`config.mk`:
```
export PLATFORM = sky130hd
export DESIGN_NAME = i2c_master_pin_sequencer
export DESIGN_NICKNAME = d
export VERILOG_FILES = /design/src/rtl/core/i2cm_pkg.sv /design/src/rtl/core/i2cm_ctrl.sv /design/src/rtl/core/i2cm_dp.sv /design/src/rtl/core/i2c_master_pin_sequencer.sv
export SDC_FILE = /design/constraint.sdc
export NUM_CORES = 1
export LEC_CHECK = 0
export ABC_CLOCK_PERIOD_IN_PS = 6500
export BUFFER_PORTS_ARGS = -buffer_cell sky130_fd_sc_hd__buf_2
export CORE_UTILIZATION = 30
export DETAILED_ROUTE_END_ITERATION = 8
export GPL_TIMING_DRIVEN = 0
export PLACE_DENSITY_LB_ADDON = 0.12
export REMOVE_ABC_BUFFERS = 1
export SLEW_MARGIN = 20
export SYNTH_ARGS = -nofsm -noshare
export SYNTH_HDL_FRONTEND = slang
export SYNTH_SLANG_ARGS = --single-unit
```
`constraint.sdc`:
```
create_clock -name i_clk -period 6.5 [get_ports i_clk]
set_input_delay 0.325 -clock i_clk [delete_from_list [all_inputs] [get_ports i_clk]]
set_output_delay 0.325 -clock i_clk [all_outputs]
set_load 0.05 [all_outputs]
```
`src/rtl/core/i2cm_pkg.sv`:
```
`default_nettype none

package i2cm_pkg;

    localparam int unsigned IN_DATA_W  = 24;
    localparam int unsigned OUT_DATA_W = 16;
    localparam int unsigned BYTE_W     = 8;
    localparam logic [2:0]  LAST_BIT   = 3'd7;

    typedef enum logic [1:0] {
        OP_START = 2'd0,
        OP_STOP  = 2'd1,
        OP_WRITE = 2'd2,
        OP_READ  = 2'd3
    } t_op;

    typedef enum logic [2:0] {
        ACT_SDA_HI,
        ACT_SDA_LO,
        ACT_SDA_TX,
        ACT_SDA_ACK,
        ACT_SCL_HI,
        ACT_SCL_LO
    } t_act;

    typedef enum logic [4:0] {
        S_IDLE,
        S_ST_SDA_HI,
        S_ST_SCL_HI,
        S_ST_SDA_LO,
        S_ST_SCL_LO,
        S_SP_SDA_LO,
        S_SP_SCL_HI,
        S_SP_SDA_HI,
        S_WR_SDA,
        S_WR_SCL_HI,
        S_WR_SCL_LO,
        S_WA_SDA,
        S_WA_SCL_HI,
        S_WA_SCL_LO,
        S_RD_REL,
        S_RD_SCL_HI,
        S_RD_SCL_LO,
        S_RA_SDA,
        S_RA_SCL_HI,
        S_RA_SCL_LO
    } t_state;

    typedef struct packed {
        logic load;
        logic step;
        t_act act;
        logic smp;
        logic last;
        logic show_rx;
        logic show_ack;
    } t_dp_cmd;

    typedef struct packed {
        logic step_ok;
    } t_dp_stat;

endpackage

`default_nettype wire

```
`src/rtl/core/i2cm_ctrl.sv`:
```
`default_nettype none

module i2cm_ctrl (
    input  wire logic                i_clk,
    input  wire logic                i_rst_n,
    input  wire logic                i_in_valid,
    input  wire i2cm_pkg::t_op       i_op,
    input  wire i2cm_pkg::t_dp_stat  i_stat,
    output i2cm_pkg::t_dp_cmd        o_cmd,
    output logic                     o_in_ready
);

    i2cm_pkg::t_state r_state, n_state;
    logic [2:0]       r_bit, n_bit;

    always_ff @(posedge i_clk) begin
        if (!i_rst_n) begin
            r_state <= i2cm_pkg::S_IDLE;
            r_bit   <= '0;
        end else begin
            r_state <= n_state;
            r_bit   <= n_bit;
        end
    end

    always_comb begin
        n_state        = r_state;
        n_bit          = r_bit;
        o_cmd          = '0;
        o_cmd.act      = i2cm_pkg::ACT_SDA_HI;
        o_in_ready     = (r_state == i2cm_pkg::S_IDLE);
        case (r_state)
            i2cm_pkg::S_IDLE: begin
                if (i_in_valid) begin
                    o_cmd.load = 1'b1;
                    n_bit      = '0;
                    case (i_op)
                        i2cm_pkg::OP_START: n_state = i2cm_pkg::S_ST_SDA_HI;
                        i2cm_pkg::OP_STOP:  n_state = i2cm_pkg::S_SP_SDA_LO;
                        i2cm_pkg::OP_WRITE: n_state = i2cm_pkg::S_WR_SDA;
                        i2cm_pkg::OP_READ:  n_state = i2cm_pkg::S_RD_REL;
                        default:            n_state = i2cm_pkg::S_IDLE;
                    endcase
                end
            end
            i2cm_pkg::S_ST_SDA_HI: begin
                if (i_stat.step_ok) begin
                    o_cmd.step = 1'b1;
                    o_cmd.act  = i2cm_pkg::ACT_SDA_HI;
                    n_state    = i2cm_pkg::S_ST_SCL_HI;
                end
            end
            i2cm_pkg::S_ST_SCL_HI: begin
                if (i_stat.step_ok) begin
                    o_cmd.step = 1'b1;
                    o_cmd.act  = i2cm_pkg::ACT_SCL_HI;
                    n_state    = i2cm_pkg::S_ST_SDA_LO;
                end
            end
            i2cm_pkg::S_ST_SDA_LO: begin
                if (i_stat.step_ok) begin
                    o_cmd.step = 1'b1;
                    o_cmd.act  = i2cm_pkg::ACT_SDA_LO;
                    n_state    = i2cm_pkg::S_ST_SCL_LO;
                end
            end
            i2cm_pkg::S_ST_SCL_LO: begin
                if (i_stat.step_ok) begin
                    o_cmd.step = 1'b1;
                    o_cmd.act  = i2cm_pkg::ACT_SCL_LO;
                    o_cmd.last = 1'b1;
                    n_state    = i2cm_pkg::S_IDLE;
                end
            end
            i2cm_pkg::S_SP_SDA_LO: begin
                if (i_stat.step_ok) begin
                    o_cmd.step = 1'b1;
                    o_cmd.act  = i2cm_pkg::ACT_SDA_LO;
                    n_state    = i2cm_pkg::S_SP_SCL_HI;
                end
            end
            i2cm_pkg::S_SP_SCL_HI: begin
                if (i_stat.step_ok) begin
                    o_cmd.step = 1'b1;
                    o_cmd.act  = i2cm_pkg::ACT_SCL_HI;
                    n_state    = i2cm_pkg::S_SP_SDA_HI;
                end
            end
            i2cm_pkg::S_SP_SDA_HI: begin
                if (i_stat.step_ok) begin
                    o_cmd.step = 1'b1;
                    o_cmd.act  = i2cm_pkg::ACT_SDA_HI;
                    o_cmd.last = 1'b1;
                    n_state    = i2cm_pkg::S_IDLE;
                end
            end
            i2cm_pkg::S_WR_SDA: begin
                if (i_stat.step_ok) begin
                    o_cmd.step = 1'b1;
                    o_cmd.act  = i2cm_pkg::ACT_SDA_TX;
                    n_state    = i2cm_pkg::S_WR_SCL_HI;
                end
            end
            i2cm_pkg::S_WR_SCL_HI: begin
                if (i_stat.step_ok) begin
                    o_cmd.step = 1'b1;
                    o_cmd.act  = i2cm_pkg::ACT_SCL_HI;
                    n_state    = i2cm_pkg::S_WR_SCL_LO;
                end
            end
            i2cm_pkg::S_WR_SCL_LO: begin
                if (i_stat.step_ok) begin
                    o_cmd.step = 1'b1;
                    o_cmd.act  = i2cm_pkg::ACT_SCL_LO;
                    if (r_bit == i2cm_pkg::LAST_BIT) begin
                        n_state = i2cm_pkg::S_WA_SDA;
                    end else begin
                        n_bit   = r_bit + 3'd1;
                        n_state = i2cm_pkg::S_WR_SDA;
                    end
                end
            end
            i2cm_pkg::S_WA_SDA: begin
                if (i_stat.step_ok) begin
                    o_cmd.step = 1'b1;
                    o_cmd.act  = i2cm_pkg::ACT_SDA_HI;
                    n_state    = i2cm_pkg::S_WA_SCL_HI;
                end
            end
            i2cm_pkg::S_WA_SCL_HI: begin
                if (i_stat.step_ok) begin
                    o_cmd.step = 1'b1;
                    o_cmd.act  = i2cm_pkg::ACT_SCL_HI;
                    o_cmd.smp  = 1'b1;
                    n_state    = i2cm_pkg::S_WA_SCL_LO;
                end
            end
            i2cm_pkg::S_WA_SCL_LO: begin
                if (i_stat.step_ok) begin
                    o_cmd.step     = 1'b1;
                    o_cmd.act      = i2cm_pkg::ACT_SCL_LO;
                    o_cmd.last     = 1'b1;
                    o_cmd.show_ack = 1'b1;
                    n_state        = i2cm_pkg::S_IDLE;
                end
            end
            i2cm_pkg::S_RD_REL: begin
                if (i_stat.step_ok) begin
                    o_cmd.step = 1'b1;
                    o_cmd.act  = i2cm_pkg::ACT_SDA_HI;
                    n_state    = i2cm_pkg::S_RD_SCL_HI;
                end
            end
            i2cm_pkg::S_RD_SCL_HI: begin
                if (i_stat.step_ok) begin
                    o_cmd.step = 1'b1;
                    o_cmd.act  = i2cm_pkg::ACT_SCL_HI;
                    o_cmd.smp  = 1'b1;
                    n_state    = i2cm_pkg::S_RD_SCL_LO;
                end
            end
            i2cm_pkg::S_RD_SCL_LO: begin
                if (i_stat.step_ok) begin
                    o_cmd.step = 1'b1;
                    o_cmd.act  = i2cm_pkg::ACT_SCL_LO;
                    if (r_bit == i2cm_pkg::LAST_BIT) begin
                        n_state = i2cm_pkg::S_RA_SDA;
                    end else begin
                        n_bit   = r_bit + 3'd1;
                        n_state = i2cm_pkg::S_RD_SCL_HI;
                    end
                end
            end
            i2cm_pkg::S_RA_SDA: begin
                if (i_stat.step_ok) begin
                    o_cmd.step = 1'b1;
                    o_cmd.act  = i2cm_pkg::ACT_SDA_ACK;
                    n_state    = i2cm_pkg::S_RA_SCL_HI;
                end
            end
            i2cm_pkg::S_RA_SCL_HI: begin
                if (i_stat.step_ok) begin
                    o_cmd.step = 1'b1;
                    o_cmd.act  = i2cm_pkg::ACT_SCL_HI;
                    n_state    = i2cm_pkg::S_RA_SCL_LO;
                end
            end
            i2cm_pkg::S_RA_SCL_LO: begin
                if (i_stat.step_ok) begin
                    o_cmd.step    = 1'b1;
                    o_cmd.act     = i2cm_pkg::ACT_SCL_LO;
                    o_cmd.last    = 1'b1;
                    o_cmd.show_rx = 1'b1;
                    n_state       = i2cm_pkg::S_IDLE;
                end
            end
            default: begin
                n_state = i2cm_pkg::S_IDLE;
            end
        endcase
    end

endmodule

`default_nettype wire

```
`src/rtl/core/i2cm_dp.sv`:
```
`default_nettype none

module i2cm_dp (
    input  wire logic                                i_clk,
    input  wire logic                                i_rst_n,
    input  wire i2cm_pkg::t_dp_cmd                   i_cmd,
    input  wire logic [i2cm_pkg::IN_DATA_W-1:0]      i_in_data,
    input  wire logic                                i_out_ready,
    output i2cm_pkg::t_dp_stat                       o_stat,
    output logic                                     o_out_valid,
    output logic [i2cm_pkg::OUT_DATA_W-1:0]          o_out_data,
    output logic                                     o_out_sample,
    output logic                                     o_out_last
);

    logic [i2cm_pkg::BYTE_W-1:0]     r_tx;
    logic [i2cm_pkg::BYTE_W-1:0]     r_line;
    logic [i2cm_pkg::BYTE_W-1:0]     r_rx;
    logic                            r_ack_out;
    logic                            r_line_ack;
    logic                            r_scl, n_scl;
    logic                            r_sda, n_sda;
    logic                            r_out_valid;
    logic [i2cm_pkg::OUT_DATA_W-1:0] r_out_data;
    logic                            r_out_sample;
    logic                            r_out_last;
    logic [i2cm_pkg::BYTE_W-1:0]     w_rx_show;
    logic                            w_ack_show;

    always_comb begin
        n_scl = r_scl;
        n_sda = r_sda;
        case (i_cmd.act)
            i2cm_pkg::ACT_SDA_HI:  n_sda = 1'b1;
            i2cm_pkg::ACT_SDA_LO:  n_sda = 1'b0;
            i2cm_pkg::ACT_SDA_TX:  n_sda = r_tx[i2cm_pkg::BYTE_W-1];
            i2cm_pkg::ACT_SDA_ACK: n_sda = r_ack_out;
            i2cm_pkg::ACT_SCL_HI:  n_scl = 1'b1;
            i2cm_pkg::ACT_SCL_LO:  n_scl = 1'b0;
            default:               n_scl = r_scl;
        endcase
    end

    assign w_rx_show  = i_cmd.show_rx ? r_rx : '0;
    assign w_ack_show = i_cmd.show_ack & r_line_ack;

    always_ff @(posedge i_clk) begin
        if (!i_rst_n) begin
            r_scl       <= 1'b1;
            r_sda       <= 1'b1;
            r_out_valid <= 1'b0;
        end else begin
            if (i_cmd.step) begin
                r_scl       <= n_scl;
                r_sda       <= n_sda;
                r_out_valid <= 1'b1;
            end else if (i_out_ready) begin
                r_out_valid <= 1'b0;
            end
        end
    end

    always_ff @(posedge i_clk) begin
        if (i_cmd.load) begin
            r_tx       <= i_in_data[7:0];
            r_ack_out  <= i_in_data[8];
            r_line     <= i_in_data[16:9];
            r_line_ack <= i_in_data[17];
            r_rx       <= '0;
        end else if (i_cmd.step) begin
            if (i_cmd.act == i2cm_pkg::ACT_SDA_TX) begin
                r_tx <= {r_tx[i2cm_pkg::BYTE_W-2:0], 1'b0};
            end
            // sda is released on every sample, so the bit is the slave level
            if (i_cmd.smp) begin
                r_rx   <= {r_rx[i2cm_pkg::BYTE_W-2:0], r_line[i2cm_pkg::BYTE_W-1]};
                r_line <= {r_line[i2cm_pkg::BYTE_W-2:0], 1'b0};
            end
        end
    end

    always_ff @(posedge i_clk) begin
        if (i_cmd.step) begin
            r_out_data   <= {5'd0, w_ack_show, w_rx_show, n_sda, n_scl};
            r_out_sample <= i_cmd.smp;
            r_out_last   <= i_cmd.last;
        end
    end

    assign o_stat.step_ok = !r_out_valid || i_out_ready;
    assign o_out_valid    = r_out_valid;
    assign o_out_data     = r_out_data;
    assign o_out_sample   = r_out_sample;
    assign o_out_last     = r_out_last;

endmodule

`default_nettype wire

```
`src/rtl/core/i2c_master_pin_sequencer.sv`:
```
// I2C master pin sequencer: byte-level bus commands in, open-drain pin steps out.
// Input channel (s_axis): one word per command. tuser carries op (start, stop,
// write byte, read byte); tdata carries the byte to send, the ack level to drive
// after a read and the line levels the slave presents during the command.
// Output channel (m_axis): one word per pin step. tdata shows the SCL level and
// SDA drive after the step, the received byte on the last step of a read and the
// sampled ack on the last step of a write; tuser marks a sampling step; tlast
// marks the final step of the command.
// Step counts: start 4, stop 3, write 27, read 20. Once its word is accepted, a
// command moves to its first state, and each step is then registered into the
// output register; steps follow one per cycle while the receiver takes them.
// Commands are handled one at a time by the sequencing state machine.
// When the receiver stalls, the step in the output register holds and the state
// machine waits. Reset returns to idle with both lines released high and the
// output channel empty.
`default_nettype none

module i2c_master_pin_sequencer (
    input  wire logic        i_clk,
    input  wire logic        i_rst_n,
    input  wire logic        s_axis_tvalid,
    output logic             s_axis_tready,
    input  wire logic [23:0] s_axis_tdata,   // tx_byte, ack_out, line_data, line_ack, pad
    input  wire logic [1:0]  s_axis_tuser,   // op
    output logic             m_axis_tvalid,
    input  wire logic        m_axis_tready,
    output logic [15:0]      m_axis_tdata,   // scl, sda, rx_byte, ack_seen, pad
    output logic             m_axis_tuser,   // sample
    output logic             m_axis_tlast
);

    i2cm_pkg::t_dp_cmd  w_cmd;
    i2cm_pkg::t_dp_stat w_stat;

    i2cm_ctrl u_ctrl (
        .i_clk      (i_clk),
        .i_rst_n    (i_rst_n),
        .i_in_valid (s_axis_tvalid),
        .i_op       (i2cm_pkg::t_op'(s_axis_tuser)),
        .i_stat     (w_stat),
        .o_cmd      (w_cmd),
        .o_in_ready (s_axis_tready)
    );

    i2cm_dp u_dp (
        .i_clk        (i_clk),
        .i_rst_n      (i_rst_n),
        .i_cmd        (w_cmd),
        .i_in_data    (s_axis_tdata),
        .i_out_ready  (m_axis_tready),
        .o_stat       (w_stat),
        .o_out_valid  (m_axis_tvalid),
        .o_out_data   (m_axis_tdata),
        .o_out_sample (m_axis_tuser),
        .o_out_last   (m_axis_tlast)
    );

    a_busy_after_accept: assert property (@(posedge i_clk) disable iff (!i_rst_n)
        s_axis_tvalid && s_axis_tready |=> !s_axis_tready)
        else $error("input accepted again right after a command");

    a_sample_on_scl_high: assert property (@(posedge i_clk) disable iff (!i_rst_n)
        m_axis_tvalid && m_axis_tuser |-> m_axis_tdata[0])
        else $error("sample step with scl low");

    a_rx_only_last: assert property (@(posedge i_clk) disable iff (!i_rst_n)
        m_axis_tvalid && (m_axis_tdata[9:2] != 8'd0) |-> m_axis_tlast)
        else $error("received byte shown before last step");

    a_ack_only_last: assert property (@(posedge i_clk) disable iff (!i_rst_n)
        m_axis_tvalid && m_axis_tdata[10] |-> m_axis_tlast && !m_axis_tuser)
        else $error("ack shown off the last step");

endmodule

`default_nettype wire

```
==> reports/results.tsv <==
metric	value	unit
crit path time final	2668	ps
measured slew at the worst slew-check pin	1062	ps
TritonCTS clock tree	done	
vias in the first global route	1739	
Post-synth ARST share	0	%
via count	1908	
CP arrival	2740	ps
CP Max Fanout	34	
WL/cell	14.16	um
Root Buffer	clkbuf_8	
ys flop type	edfxtp_1	
global-route wire length before repair	8.838	mm
crit path to	u_dp.r_line[4]	
post-synthesis sequential area ratio	49.06	%
Syn Area/Cell	10.78	um2
Final Skew	8.010	ps
crit start category	register	
synthesized instance count	248	
RR Endpoint	u_dp.r_line[4]	
fmax	0.3748	GHz
Top Usage Layer GRT	met2	
met3 usage	3.286	%
internal power	819.9	uW
top-area cell type share of the netlist area	34.83	%
CP max stage cell	dfxtp_1	
Final Cycle Share	41.05	%
Clock Tree Buf Depth	2	
area occupied by multi-input gates	1234	um2
Layout area overhead	12.41	%
via/cell ratio	4.969	
GRT Residual Overflow	0	
worst-path cell chain	or3_4, nor2_1, nand2_1, inv_2, mux2_2	
Die ar.	9290	um2
routed wire length	5.436	mm
worst vdd ir	177.6	uV
detailed placement HPWL	3.585	mm
RSZ-0062 raised after global routing	false	
port bufs	38	
met2 Use GR	20.09	%
CTS Buf Count	5	
status	finished, final reports clean	
sequential share of power	41.0	%
Net count, final	307	
Sw Ratio	44.00	%
setup violators final	0	
Final Hold Viols	0	
register bit count reported by yosys	50	
Worst-Skew Late Latency	310	ps
die height	96.39	um
Area contributors post-synth	edfxtp_1, dfxtp_1, mux2_2, mux2i_1, and2_1	
hold buffer count at CTS	0	
most common cell in the netlist	edfxtp_1	
Worst Hold Class	in2reg	
post_cts resized	0	
antenna violations before repair	0	
fin area	3004	um2
switching pwr	644.1	uW
register area	1311	um2
DRT iter0 DRCs	85	
max cap viols	0	
placer congestion estimate	0.7633	
CP Class	reg2reg	
PwrDens	487.3	nW/um2
Synth cell types	60	
GRT Util Overall	12.44	%
Chip Width	96.39	um
crit end category	register	
Ys Warns	0	
Worst R2R Start	u_ctrl.r_state[1]	
Reg2Reg Depth	5	
Clock power frac	13.6	%
DRT antenna net count	0	
Synth Cell Area	2673	um2
1st-pass router iterations	4	
max-slew violations	0	
Comb pwr share	45.4	%
CP required	6570	ps
Post-synth EDFFs	31	
Clock transition at path regs	110	ps
Lkg Pwr	0.001118	uW
Synth area leader	edfxtp_1	
Setup Buffers After CTS	0	
layout cells sized above 1	27.90	%
CP startpoint	u_ctrl.r_state[1]	
Synth top cells by count	edfxtp_1, nor2_1, dfxtp_1	
clock sinks	50	
Core Rows	34	
starting density of the core	30.80	%
placed standard-cell area	2907	um2
Fill cells	936	
CP max stage delay	670	ps
met1 usage	16.63	%
Core ar.	8678	um2
# H-tree levels	2	
Worst slew margin	29.13	%
# diodes	0	
R2R setup slack	3830	ps
setup TNS	0	ps
I/O pin total	50	
pin count of the biggest net entering global routing	35	
Residual DRC	0	
==> power by group through the flow <==
stage / Clock (uW) / Sequential [uW] / Combinational, uW
2_1_floorplan: 0 / 726 / 371
3_3_place_gp: 0 / 613 / 649
3_5_place_dp: 0 / 606 / 669
4_1_cts: 211 / 599 / 673
5_1_grt: 215 / 620 / 727
6_report: 199 / 600 / 665
==> layout by cell type (no fill, tap or decap), types with 2 or more instances in the layout <==
cell	instances
a21oi_1	12
a221oi_1	2
a2bb2oi_1	2
a311oi_1	3
a31oi_1	2
and2_1	14
and3_1	4
buf_2	40
clkbuf_8	5
clkinv_4	2
conb_1	5
dfxtp_1	19
edfxtp_1	31
ha_1	2
inv_1	4
mux2_2	14
mux2i_1	14
nand2_1	7
nand2b_1	4
nand3_1	6
nand3b_1	3
nand4_1	2
nor2_1	20
nor2b_1	4
nor3_1	3
nor3b_1	3
nor4_1	2
nor4bb_1	4
o21a_1	2
o21ai_0	10
or2_2	2
or3b_2	2
==> metal layers <==
layer	wire length, um	vias up
met2	2517	41
met1	2629	899
li1	-	963
met3	242	5
met5	0	-
met4	47	0
==> metrics by stage <==
step	hold slack [ps]	power (uW)	std cells	utilization, %	setup WS, ps
finish	190.7	1464	384	34.62	3832
global route	170.5	1563	384	34.62	3615
CTS	169.8	1483	384	34.62	3826
detailed placement	462.3	1276	376	33.49	3845
global placement	451.0	1262	373	32.99	2339
floorplan	401.2	1097	227	-	3438
==> logic make-up (layout without fill, tap and decap cells) <==
group / Yosys count / in the layout / synth area share [%]
xor+xnor: 2 / 2 / 0.6556
other cells: 1 / 5 / 0.1403
compound gates: 47 / 47 / 12.13
flops: 50 / 50 / 49.06
mux: 28 / 28 / 11.14
simple gates: 88 / 88 / 19.62
fa+ha+maj: 2 / 2 / 0.9362
buf+inv: 30 / 54 / 6.319
==> registers in the layout (all words and copies together), names as in the netlist <==
name / count
u_dp.r_scl: 1
u_dp.o_out_last: 1
u_dp.o_out_sample: 1
u_dp.r_sda: 1
u_dp.o_out_valid: 1
u_ctrl.r_state: 5
u_dp.r_tx: 8
u_dp.r_rx: 8
u_dp.r_ack_out: 1
u_dp.r_line_ack: 1
u_ctrl.r_bit: 3
u_dp.o_out_data: 11
u_dp.r_line: 8
==> worst min-delay path by stage <==
stage,startpoint,to,slack (ps),cells past startpoint
6_report,s_axis_tdata[8],u_dp.r_ack_out,190,1
5_1_grt,s_axis_tdata[8],u_dp.r_ack_out,170,1
4_1_cts,s_axis_tdata[8],u_dp.r_ack_out,170,1
3_5_place_dp,u_ctrl.r_bit[2],u_ctrl.r_bit[2],460,2
3_3_place_gp,u_ctrl.r_bit[1],u_ctrl.r_bit[1],450,2
2_1_floorplan,i_rst_n,u_dp.r_scl,400,1
==> layout make-up <==
class | instances | area share, %
inverters | 5 | 0.6247
multi-input cells | 172 | 41.07
flip-flops and latches | 50 | 43.65
repair buffers | 41 | 6.914
clock inverters | 3 | 0.9579
well taps | 108 | 4.498
clock buffers | 5 | 2.291
==> worst max-delay path: cells and delay by family (launching register included) <==
family                 cells  cell delay (ps)
buffers and inverters      1              410
flip-flops                 1              670
multiplexers               1              400
AND/OR/NAND/NOR            3              940
(Power assumes the default switching activity.)
